### config.mk
export PLATFORM = sky130hd
export DESIGN_NAME = periodic_event_timer
export DESIGN_NICKNAME = d
export VERILOG_FILES = /design/src/rtl/core/pet_pkg.sv /design/src/rtl/core/pet_div.sv /design/src/rtl/core/periodic_event_timer.sv
export SDC_FILE = /design/constraint.sdc
export NUM_CORES = 1
export LEC_CHECK = 0
export BUFFER_PORTS_ARGS = -buffer_cell sky130_fd_sc_hd__buf_2
export CORE_MARGIN = 8
export CORE_UTILIZATION = 40
export DETAILED_ROUTE_END_ITERATION = 8
export GPL_TIMING_DRIVEN = 0
export PLACE_DENSITY = 0.54
export SYNTH_ARGS = -nofsm -noshare
export SYNTH_HDL_FRONTEND = slang
export SYNTH_HIERARCHICAL = 1
export SYNTH_SLANG_ARGS = --single-unit
export TNS_END_PERCENT = 20
### constraint.sdc
create_clock -name clk -period 9.4 [get_ports clk]
set_clock_uncertainty 0.2 [all_clocks]
set_input_delay 1.88 -clock clk [delete_from_list [all_inputs] [get_ports clk]]
set_output_delay 1.88 -clock clk [all_outputs]
set_load 0.05 [all_outputs]
### src/rtl/core/pet_pkg.sv
// Shared types and constants for the periodic event timer.
package pet_pkg;

	localparam int unsigned TIME_W  = 32;
	localparam int unsigned COUNT_W = 16;
	localparam int unsigned ACC_W   = TIME_W + 1;
	localparam int unsigned STEP_W  = $clog2(ACC_W);
	localparam int unsigned ADDR_W  = 4;
	localparam int unsigned DATA_W  = 32;

	typedef enum logic [1:0] {
		ACT_ADVANCE = 2'd0,
		ACT_START   = 2'd1,
		ACT_PRELOAD = 2'd2,
		ACT_STOP    = 2'd3
	} action_t;

	// register index = paddr[3:2]
	typedef enum logic [1:0] {
		REG_PERIOD  = 2'd0,
		REG_LIMIT   = 2'd1,
		REG_START   = 2'd2,
		REG_NONE    = 2'd3
	} reg_idx_t;

	typedef enum logic [1:0] {
		ST_IDLE,
		ST_EXEC,
		ST_DIV,
		ST_PUSH
	} state_t;

	typedef struct packed {
		logic              start;
		logic [ACC_W-1:0]  dividend;
		logic [TIME_W-1:0] divisor;
	} div_req_t;

	typedef struct packed {
		logic              done;
		logic [TIME_W-1:0] rem;
	} div_rsp_t;

endpackage

### src/rtl/core/pet_div.sv
// Iterative restoring remainder unit, one dividend bit per cycle.
module pet_div (
	input  logic              clk,
	input  logic              arst_n,
	input  pet_pkg::div_req_t req,
	output pet_pkg::div_rsp_t rsp
);

	logic                        busy_q;
	logic                        done_q;
	logic [pet_pkg::STEP_W-1:0]  step_q;
	logic [pet_pkg::ACC_W-1:0]   num_q;
	logic [pet_pkg::TIME_W-1:0]  den_q;
	logic [pet_pkg::TIME_W-1:0]  rem_q;

	logic [pet_pkg::ACC_W-1:0]   trial;
	logic                        fits;
	logic [pet_pkg::ACC_W-1:0]   diff;

	// partial remainder stays below the divisor, so the shifted value fits ACC_W bits
	assign trial = {rem_q, num_q[pet_pkg::ACC_W-1]};
	assign fits  = trial >= {1'b0, den_q};
	assign diff  = trial - {1'b0, den_q};

	always_ff @(posedge clk or negedge arst_n) begin
		if (!arst_n) begin
			busy_q <= 1'b0;
			done_q <= 1'b0;
			step_q <= '0;
		end else begin
			done_q <= 1'b0;
			if (req.start) begin
				busy_q <= 1'b1;
				step_q <= pet_pkg::STEP_W'(pet_pkg::ACC_W - 1);
			end else if (busy_q) begin
				if (step_q == '0) begin
					busy_q <= 1'b0;
					done_q <= 1'b1;
				end else begin
					step_q <= step_q - 1'b1;
				end
			end
		end
	end

	always_ff @(posedge clk) begin
		if (req.start) begin
			num_q <= req.dividend;
			den_q <= req.divisor;
			rem_q <= '0;
		end else if (busy_q) begin
			num_q <= {num_q[pet_pkg::ACC_W-2:0], 1'b0};
			rem_q <= fits ? diff[pet_pkg::TIME_W-1:0] : trial[pet_pkg::TIME_W-1:0];
		end
	end

	assign rsp.done = done_q;
	assign rsp.rem  = rem_q;

endmodule

### src/rtl/core/periodic_event_timer.sv
// Top level of the periodic event timer: config registers, sequencer, result register.
//
// Usage notes
// - Input channel (in_valid/in_stall): one transfer carries action, elapsed and
//   preload. in_stall is high whenever an item is in progress; the next transfer
//   is taken only once the previous result has been placed in the output register.
// - Output channel (out_valid/out_stall): exactly one transfer per input item,
//   carrying fired, running and accumulated (state after the item).
// - Sequence: a captured start, stop, preload or non-expiring advance is worked on
//   in the exec state, then pushed to the output register once the slot is free.
//   An expiring advance with nonzero period first runs the remainder unit, one
//   accumulator bit per cycle over 33 bits, before the push. The block takes
//   the next input item only after that push, with the block back in idle.
// - Receiver stall: the result holds in the output register; the block still
//   takes and works on one more item, which then waits until the slot frees.
// - Config: APB writes at 0x0 period, 0x4 repeat_limit, 0x8 start_running;
//   writing it loads the run flag too. Users must make writes while idle; unchecked.
// - Reset: config and timer registers zero, timer stopped, no result pending.
module periodic_event_timer (
	input  logic                         clk,
	input  logic                         arst_n,
	// input channel
	input  logic                         in_valid,
	output logic                         in_stall,
	input  logic [1:0]                   action,
	input  logic [pet_pkg::TIME_W-1:0]   elapsed,
	input  logic [pet_pkg::TIME_W-1:0]   preload,
	// output channel
	output logic                         out_valid,
	input  logic                         out_stall,
	output logic                         fired,
	output logic                         running,
	output logic [pet_pkg::TIME_W-1:0]   accumulated,
	// APB config port
	input  logic                         psel,
	input  logic                         penable,
	input  logic                         pwrite,
	input  logic [pet_pkg::ADDR_W-1:0]   paddr,
	input  logic [pet_pkg::DATA_W-1:0]   pwdata,
	output logic [pet_pkg::DATA_W-1:0]   prdata,
	output logic                         pready
);

	// config registers
	logic [pet_pkg::TIME_W-1:0]  period_q;
	logic [pet_pkg::COUNT_W-1:0] limit_q;
	logic                        start_run_q;

	// timer state
	logic                        run_q;
	logic [pet_pkg::TIME_W-1:0]  acc_q;
	logic [pet_pkg::COUNT_W-1:0] cnt_q;

	// captured input transfer
	pet_pkg::action_t            act_q;
	logic [pet_pkg::TIME_W-1:0]  elapsed_q;
	logic [pet_pkg::TIME_W-1:0]  preload_q;
	logic                        fire_q;

	// output register
	logic                        out_valid_q;
	logic                        out_fired_q;
	logic                        out_run_q;
	logic [pet_pkg::TIME_W-1:0]  out_acc_q;

	pet_pkg::state_t             state_q, state_d;
	pet_pkg::div_req_t           div_req;
	pet_pkg::div_rsp_t           div_rsp;

	logic                        cfg_wr;
	pet_pkg::reg_idx_t           cfg_idx;
	logic [pet_pkg::ACC_W-1:0]   sum;
	logic                        accept;
	logic                        slot_free;

	// next-state values from the sequencer
	logic                        upd;
	logic                        run_d;
	logic [pet_pkg::TIME_W-1:0]  acc_d;
	logic [pet_pkg::COUNT_W-1:0] cnt_d;
	logic                        fire_d;
	logic                        do_count;
	logic [pet_pkg::COUNT_W-1:0] cnt_inc;
	logic                        push;

	// ---------------- APB ----------------
	assign pready  = 1'b1;
	assign cfg_wr  = psel & penable & pwrite & pready;
	assign cfg_idx = pet_pkg::reg_idx_t'(paddr[3:2]);

	always_comb begin
		unique case (cfg_idx)
			pet_pkg::REG_PERIOD: prdata = period_q;
			pet_pkg::REG_LIMIT:  prdata = pet_pkg::DATA_W'(limit_q);
			pet_pkg::REG_START:  prdata = pet_pkg::DATA_W'(start_run_q);
			default:             prdata = '0;
		endcase
	end

	always_ff @(posedge clk or negedge arst_n) begin
		if (!arst_n) begin
			period_q    <= '0;
			limit_q     <= '0;
			start_run_q <= 1'b0;
		end else if (cfg_wr) begin
			unique case (cfg_idx)
				pet_pkg::REG_PERIOD: period_q    <= pwdata[pet_pkg::TIME_W-1:0];
				pet_pkg::REG_LIMIT:  limit_q     <= pwdata[pet_pkg::COUNT_W-1:0];
				pet_pkg::REG_START:  start_run_q <= pwdata[0];
				default: ;
			endcase
		end
	end

	// ---------------- sequencer ----------------
	assign accept    = in_valid & ~in_stall;
	assign slot_free = ~out_valid_q | ~out_stall;
	assign sum       = {1'b0, acc_q} + {1'b0, elapsed_q};

	// saturating fire count; limit of zero never stops the timer
	assign cnt_inc = (cnt_q != '1) ? cnt_q + 1'b1 : cnt_q;

	always_comb begin
		state_d          = state_q;
		in_stall         = 1'b1;
		div_req.start    = 1'b0;
		div_req.dividend = sum;
		div_req.divisor  = period_q;
		upd              = 1'b0;
		run_d            = run_q;
		acc_d            = acc_q;
		cnt_d            = cnt_q;
		fire_d           = 1'b0;
		do_count         = 1'b0;
		push             = 1'b0;

		unique case (state_q)
			pet_pkg::ST_IDLE: begin
				in_stall = 1'b0;
				if (in_valid) begin
					state_d = pet_pkg::ST_EXEC;
				end
			end
			pet_pkg::ST_EXEC: begin
				state_d = pet_pkg::ST_PUSH;
				upd     = 1'b1;
				unique case (act_q)
					pet_pkg::ACT_ADVANCE: begin
						if (run_q) begin
							if (period_q == '0) begin
								acc_d    = '0;
								fire_d   = 1'b1;
								do_count = 1'b1;
							end else if (sum >= {1'b0, period_q}) begin
								// expired: remainder comes from the divider
								upd           = 1'b0;
								div_req.start = 1'b1;
								state_d       = pet_pkg::ST_DIV;
							end else begin
								acc_d = sum[pet_pkg::TIME_W-1:0];
							end
						end
					end
					pet_pkg::ACT_START: begin
						run_d = 1'b1;
						cnt_d = '0;
					end
					pet_pkg::ACT_PRELOAD: begin
						run_d = 1'b1;
						cnt_d = '0;
						acc_d = preload_q;
					end
					pet_pkg::ACT_STOP: begin
						run_d = 1'b0;
					end
					default: ;
				endcase
			end
			pet_pkg::ST_DIV: begin
				if (div_rsp.done) begin
					upd      = 1'b1;
					acc_d    = div_rsp.rem;
					fire_d   = 1'b1;
					do_count = 1'b1;
					state_d  = pet_pkg::ST_PUSH;
				end
			end
			pet_pkg::ST_PUSH: begin
				if (slot_free) begin
					push    = 1'b1;
					state_d = pet_pkg::ST_IDLE;
				end
			end
			default: state_d = pet_pkg::ST_IDLE;
		endcase

		if (do_count && limit_q != '0) begin
			cnt_d = cnt_inc;
			if (cnt_inc >= limit_q) begin
				run_d = 1'b0;
			end
		end
	end

	always_ff @(posedge clk or negedge arst_n) begin
		if (!arst_n) begin
			state_q <= pet_pkg::ST_IDLE;
		end else begin
			state_q <= state_d;
		end
	end

	// timer state; a start_running write reloads the run flag
	always_ff @(posedge clk or negedge arst_n) begin
		if (!arst_n) begin
			run_q  <= 1'b0;
			acc_q  <= '0;
			cnt_q  <= '0;
			fire_q <= 1'b0;
		end else begin
			if (upd) begin
				run_q  <= run_d;
				acc_q  <= acc_d;
				cnt_q  <= cnt_d;
				fire_q <= fire_d;
			end
			if (cfg_wr && cfg_idx == pet_pkg::REG_START) begin
				run_q <= pwdata[0];
			end
		end
	end

	always_ff @(posedge clk) begin
		if (accept) begin
			act_q     <= pet_pkg::action_t'(action);
			elapsed_q <= elapsed;
			preload_q <= preload;
		end
	end

	// ---------------- remainder unit ----------------
	pet_div u_div (
		.clk    (clk),
		.arst_n (arst_n),
		.req    (div_req),
		.rsp    (div_rsp)
	);

	// ---------------- output register ----------------
	always_ff @(posedge clk or negedge arst_n) begin
		if (!arst_n) begin
			out_valid_q <= 1'b0;
		end else if (push) begin
			out_valid_q <= 1'b1;
		end else if (~out_stall) begin
			out_valid_q <= 1'b0;
		end
	end

	always_ff @(posedge clk) begin
		if (push) begin
			out_fired_q <= fire_q;
			out_run_q   <= run_q;
			out_acc_q   <= acc_q;
		end
	end

	assign out_valid   = out_valid_q;
	assign fired       = out_fired_q;
	assign running     = out_run_q;
	assign accumulated = out_acc_q;

endmodule

==> flow_metrics.env <==
export IMPL_status="completed"
export IMPL_swShare_pct=43.98
export IMPL_p_leak_nw=8.755
export IMPL_insertion_delay_ps=540
export IMPL_end_kind="flop"
export IMPL_drt_first_pass_iters=5
export IMPL_viasPerCell=5.572
export IMPL_relSlewSlack_pct=10.49
export IMPL_hold_buffers=0
export IMPL_critPathArrivalTime_ps=8480
export IMPL_synth_top_cell_by_area="edfxtp_1"
export IMPL_grt_pass1_wl_um=85380
export IMPL_synth_top_cell_area_share_pct=28.57
export IMPL_h_tree_depth=2
export IMPL_synth_most_common_cell="nand2_1"
export IMPL_num_vias=14092
export IMPL_cts_tree="built"
export IMPL_syn_avg_cell_area_sq_um=10.19
export IMPL_layout_drive_gt1_share_pct=16.05
export IMPL_start_kind="flop"
export IMPL_timing_worst_setup_path_type="reg -> reg"
export IMPL_p_seq_share_pct=30.7
export IMPL_ir_drop_mv=0.2263
export IMPL_finalCritPeriodShare_pct=90.78
export IMPL_dpl_hpwl_um=44690
export IMPL_rsz0062_at_grt="false"
export IMPL_fin_util_pct=47.16
export IMPL_die_h_um=224.2
export IMPL_rr_startpoint="acc_q[0]"
export IMPL_max_clock_path_buffers=3
export IMPL_grt_overflow=0
export IMPL_finalHoldViolCount=0
export IMPL_p_sw_mw=2.985
export IMPL_detail_route_wl_per_cell_um=22.48
export IMPL_pin_count=178
export IMPL_initial_core_util_pct=40.36
export IMPL_ys_flop_type="edfxtp_1"
export IMPL_drt_iter0_drc=1365
export IMPL_worstHoldStart="fire_q"
export IMPL_post_cts_buffers=0
export IMPL_comb_power_share_pct=47.7
export IMPL_synthCells=1702
export IMPL_synth_commonest_cells="nand2_1, edfxtp_1, ha_1, nor2_1, o21ai_0"
export IMPL_row_count=76
export IMPL_powerDensity_nw_per_um2=334.8
export IMPL_drv_cap=0
export IMPL_layout_nets=2149
export IMPL_slew_violations=0
export IMPL_ys_ff_latch=307
export IMPL_p_clk_share_pct=21.6
export IMPL_endpoint="u_div/num_q[27]"
export IMPL_fmax_mhz=117.2
export IMPL_rrSetupSlack_ps=870
export IMPL_finalSetupTns_ps=0
export IMPL_critPathLaunch="acc_q[0]"
export IMPL_path_clk_slew_ps=60
export IMPL_cts_inserted_buffers=37
export IMPL_drc=0
export IMPL_die_width_um=224.2
export IMPL_routed_wl_um=56850
export IMPL_reg2regPathDepth=24
export IMPL_grt_pass1_vias=13771
export IMPL_core_sq_um=42980
export IMPL_die_area_sq_um=50280
export IMPL_grt_max_degree=76
export IMPL_grt_use_total_pct=22.18
export IMPL_worst_endpoint_required_ps=9350
export IMPL_period_needed_ps=8533
export IMPL_hold_class="reg -> reg"
export IMPL_ant_nets=0
export IMPL_yosys_warnings=6
export IMPL_syn_nets=1935
export IMPL_synthTopCellsByArea="edfxtp_1, dfrtp_1, ha_1"
export IMPL_antenna_found_initial=0
export IMPL_synth_seq_area_share_pct=48.13
export IMPL_cts_sinks=307
export IMPL_synthArstFlopShare_pct=35.83
export IMPL_syn2layout_area_growth_pct=16.87
export IMPL_place_port_buffers=172
export IMPL_internal_power_mw=3.801
export IMPL_diodes=0
export IMPL_post_cts_resized=0
export IMPL_root_buffer="clkbuf_16"
export IMPL_place_congestion=0.9265
export IMPL_tightest_slew_ps=1341
export IMPL_crit_fanout=33
export IMPL_r2r_end="u_div/num_q[27]"
export IMPL_synthDistinctLibCells=90
export IMPL_synth_edf_count=165
export IMPL_netlist_area_sq_um=17350
export IMPL_setup_violations_final=0
layout make-up:
cell class	instances	area (sq um)
repair buffers	175	942.2
well taps	585	732.0
fillers	4156	22710
clock inverters	17	182.7
plain buffers	76	345.3
inverters	113	424.2
multi-input cells	1206	8249
clock buffers	50	1047
flip-flops and latches	307	8348
per-stage QoR:
step | instance area (sq um) | cells | power (mW) | hold WS [ps] | setup WS [ps]
2_1_floorplan | 17350 | 1702 | 4.265 | 225.8 | 1879
3_3_place_gp | 18940 | 2459 | 5.247 | 258.7 | -682.8
3_5_place_dp | 19040 | 2462 | 5.297 | 243.0 | 1069
4_1_cts | 20270 | 2529 | 6.791 | 268.1 | 1056
5_1_grt | 20270 | 2529 | 7.185 | 282.0 | 438.2
6_report | 20270 | 2529 | 6.786 | 263.0 | 867.1
state kept, by name, indices dropped and copies added, names as in the netlist:
signal        flops
fire_q            1
u_div/step_q      6
u_div/num_q      33
u_div/done_q      1
act_q             2
elapsed_q        32
preload_q        32
cnt_q            16
accumulated      32
state_q           2
u_div/busy_q      1
run_q             1
out_valid         1
u_div/den_q      32
acc_q            32
fired             1
running           1
start_run_q       1
u_div/rem_q      32
limit_q          16
period_q         32
power by group through the flow:
stage | clock [mW] | combinational (mW) | sequential (mW)
after floorplan | 0 | 2.08 | 2.19
after global placement | 0 | 3.12 | 2.12
after detailed placement | 0 | 3.19 | 2.11
after CTS | 1.50 | 3.21 | 2.09
after global routing | 1.55 | 3.52 | 2.12
final | 1.47 | 3.24 | 2.08
worst max-delay path: stages (launching register included):
cell and delay [ps]:
dfrtp_1 410, ha_1 220, inv_1 70, fa_1 200
nor2b_1 70, o31a_1 290, o31ai_1 650, o211ai_1 330
a211oi_1 570, or3_1 250, nand2_1 90, xor2_1 220
ha_1 340, nand2_1 80, or4_1 610, a211oi_1 290
o41ai_1 140, a211oi_2 330, o211ai_2 180, o21a_1 180
nor2_4 390, clkbuf_1 410, nor2_1 180, clkbuf_1 330
inv_1 1060
cells in the final DEF, fill, tap and decap left out, drive strengths merged, types with 50 or more instances in the layout:
| cell type | netlist | final |
|---|---|---|
| ha | 122 | 122 |
| buf | 24 | 199 |
| nor2 | 119 | 119 |
| nand2 | 166 | 166 |
| edfxtp | 165 | 165 |
| a21oi | 101 | 101 |
| inv | 113 | 114 |
| o21ai | 141 | 141 |
| a21o | 50 | 50 |
| clkbuf | 52 | 102 |
| dfrtp | 110 | 110 |
worst min path at each step:
stage | to | slack (ps) | cells past startpoint
3_5_place_dp | fired | 240 | 0
3_3_place_gp | u_div/den_q[29] | 260 | 0
5_1_grt | fired | 280 | 0
6_report | fired | 260 | 0
2_1_floorplan | fired | 230 | 0
4_1_cts | fired | 270 | 0
logic make-up after synthesis:
logic type      after synthesis  synth area share, %
simple gates                480                13.03
compound gates              473                18.14
flops                       307                48.13
buf+inv                     189                4.436
fa+ha+maj                   124                9.031
mux                          66                4.076
xor+xnor                     62                3.131
other cells                   1              0.02162
per-layer routing:
layer | vias up | GRT usage [%] | part of all wire, %
met5 | - | 0 | 0
li1 | 6684 | - | -
met3 | 93 | 3.296 | 6.0
met1 | 6841 | 31.32 | 46
met2 | 474 | 34.03 | 44
met4 | 0 | 8.757 | 3.7
Note: power is estimated with default switching activity, not from simulation.
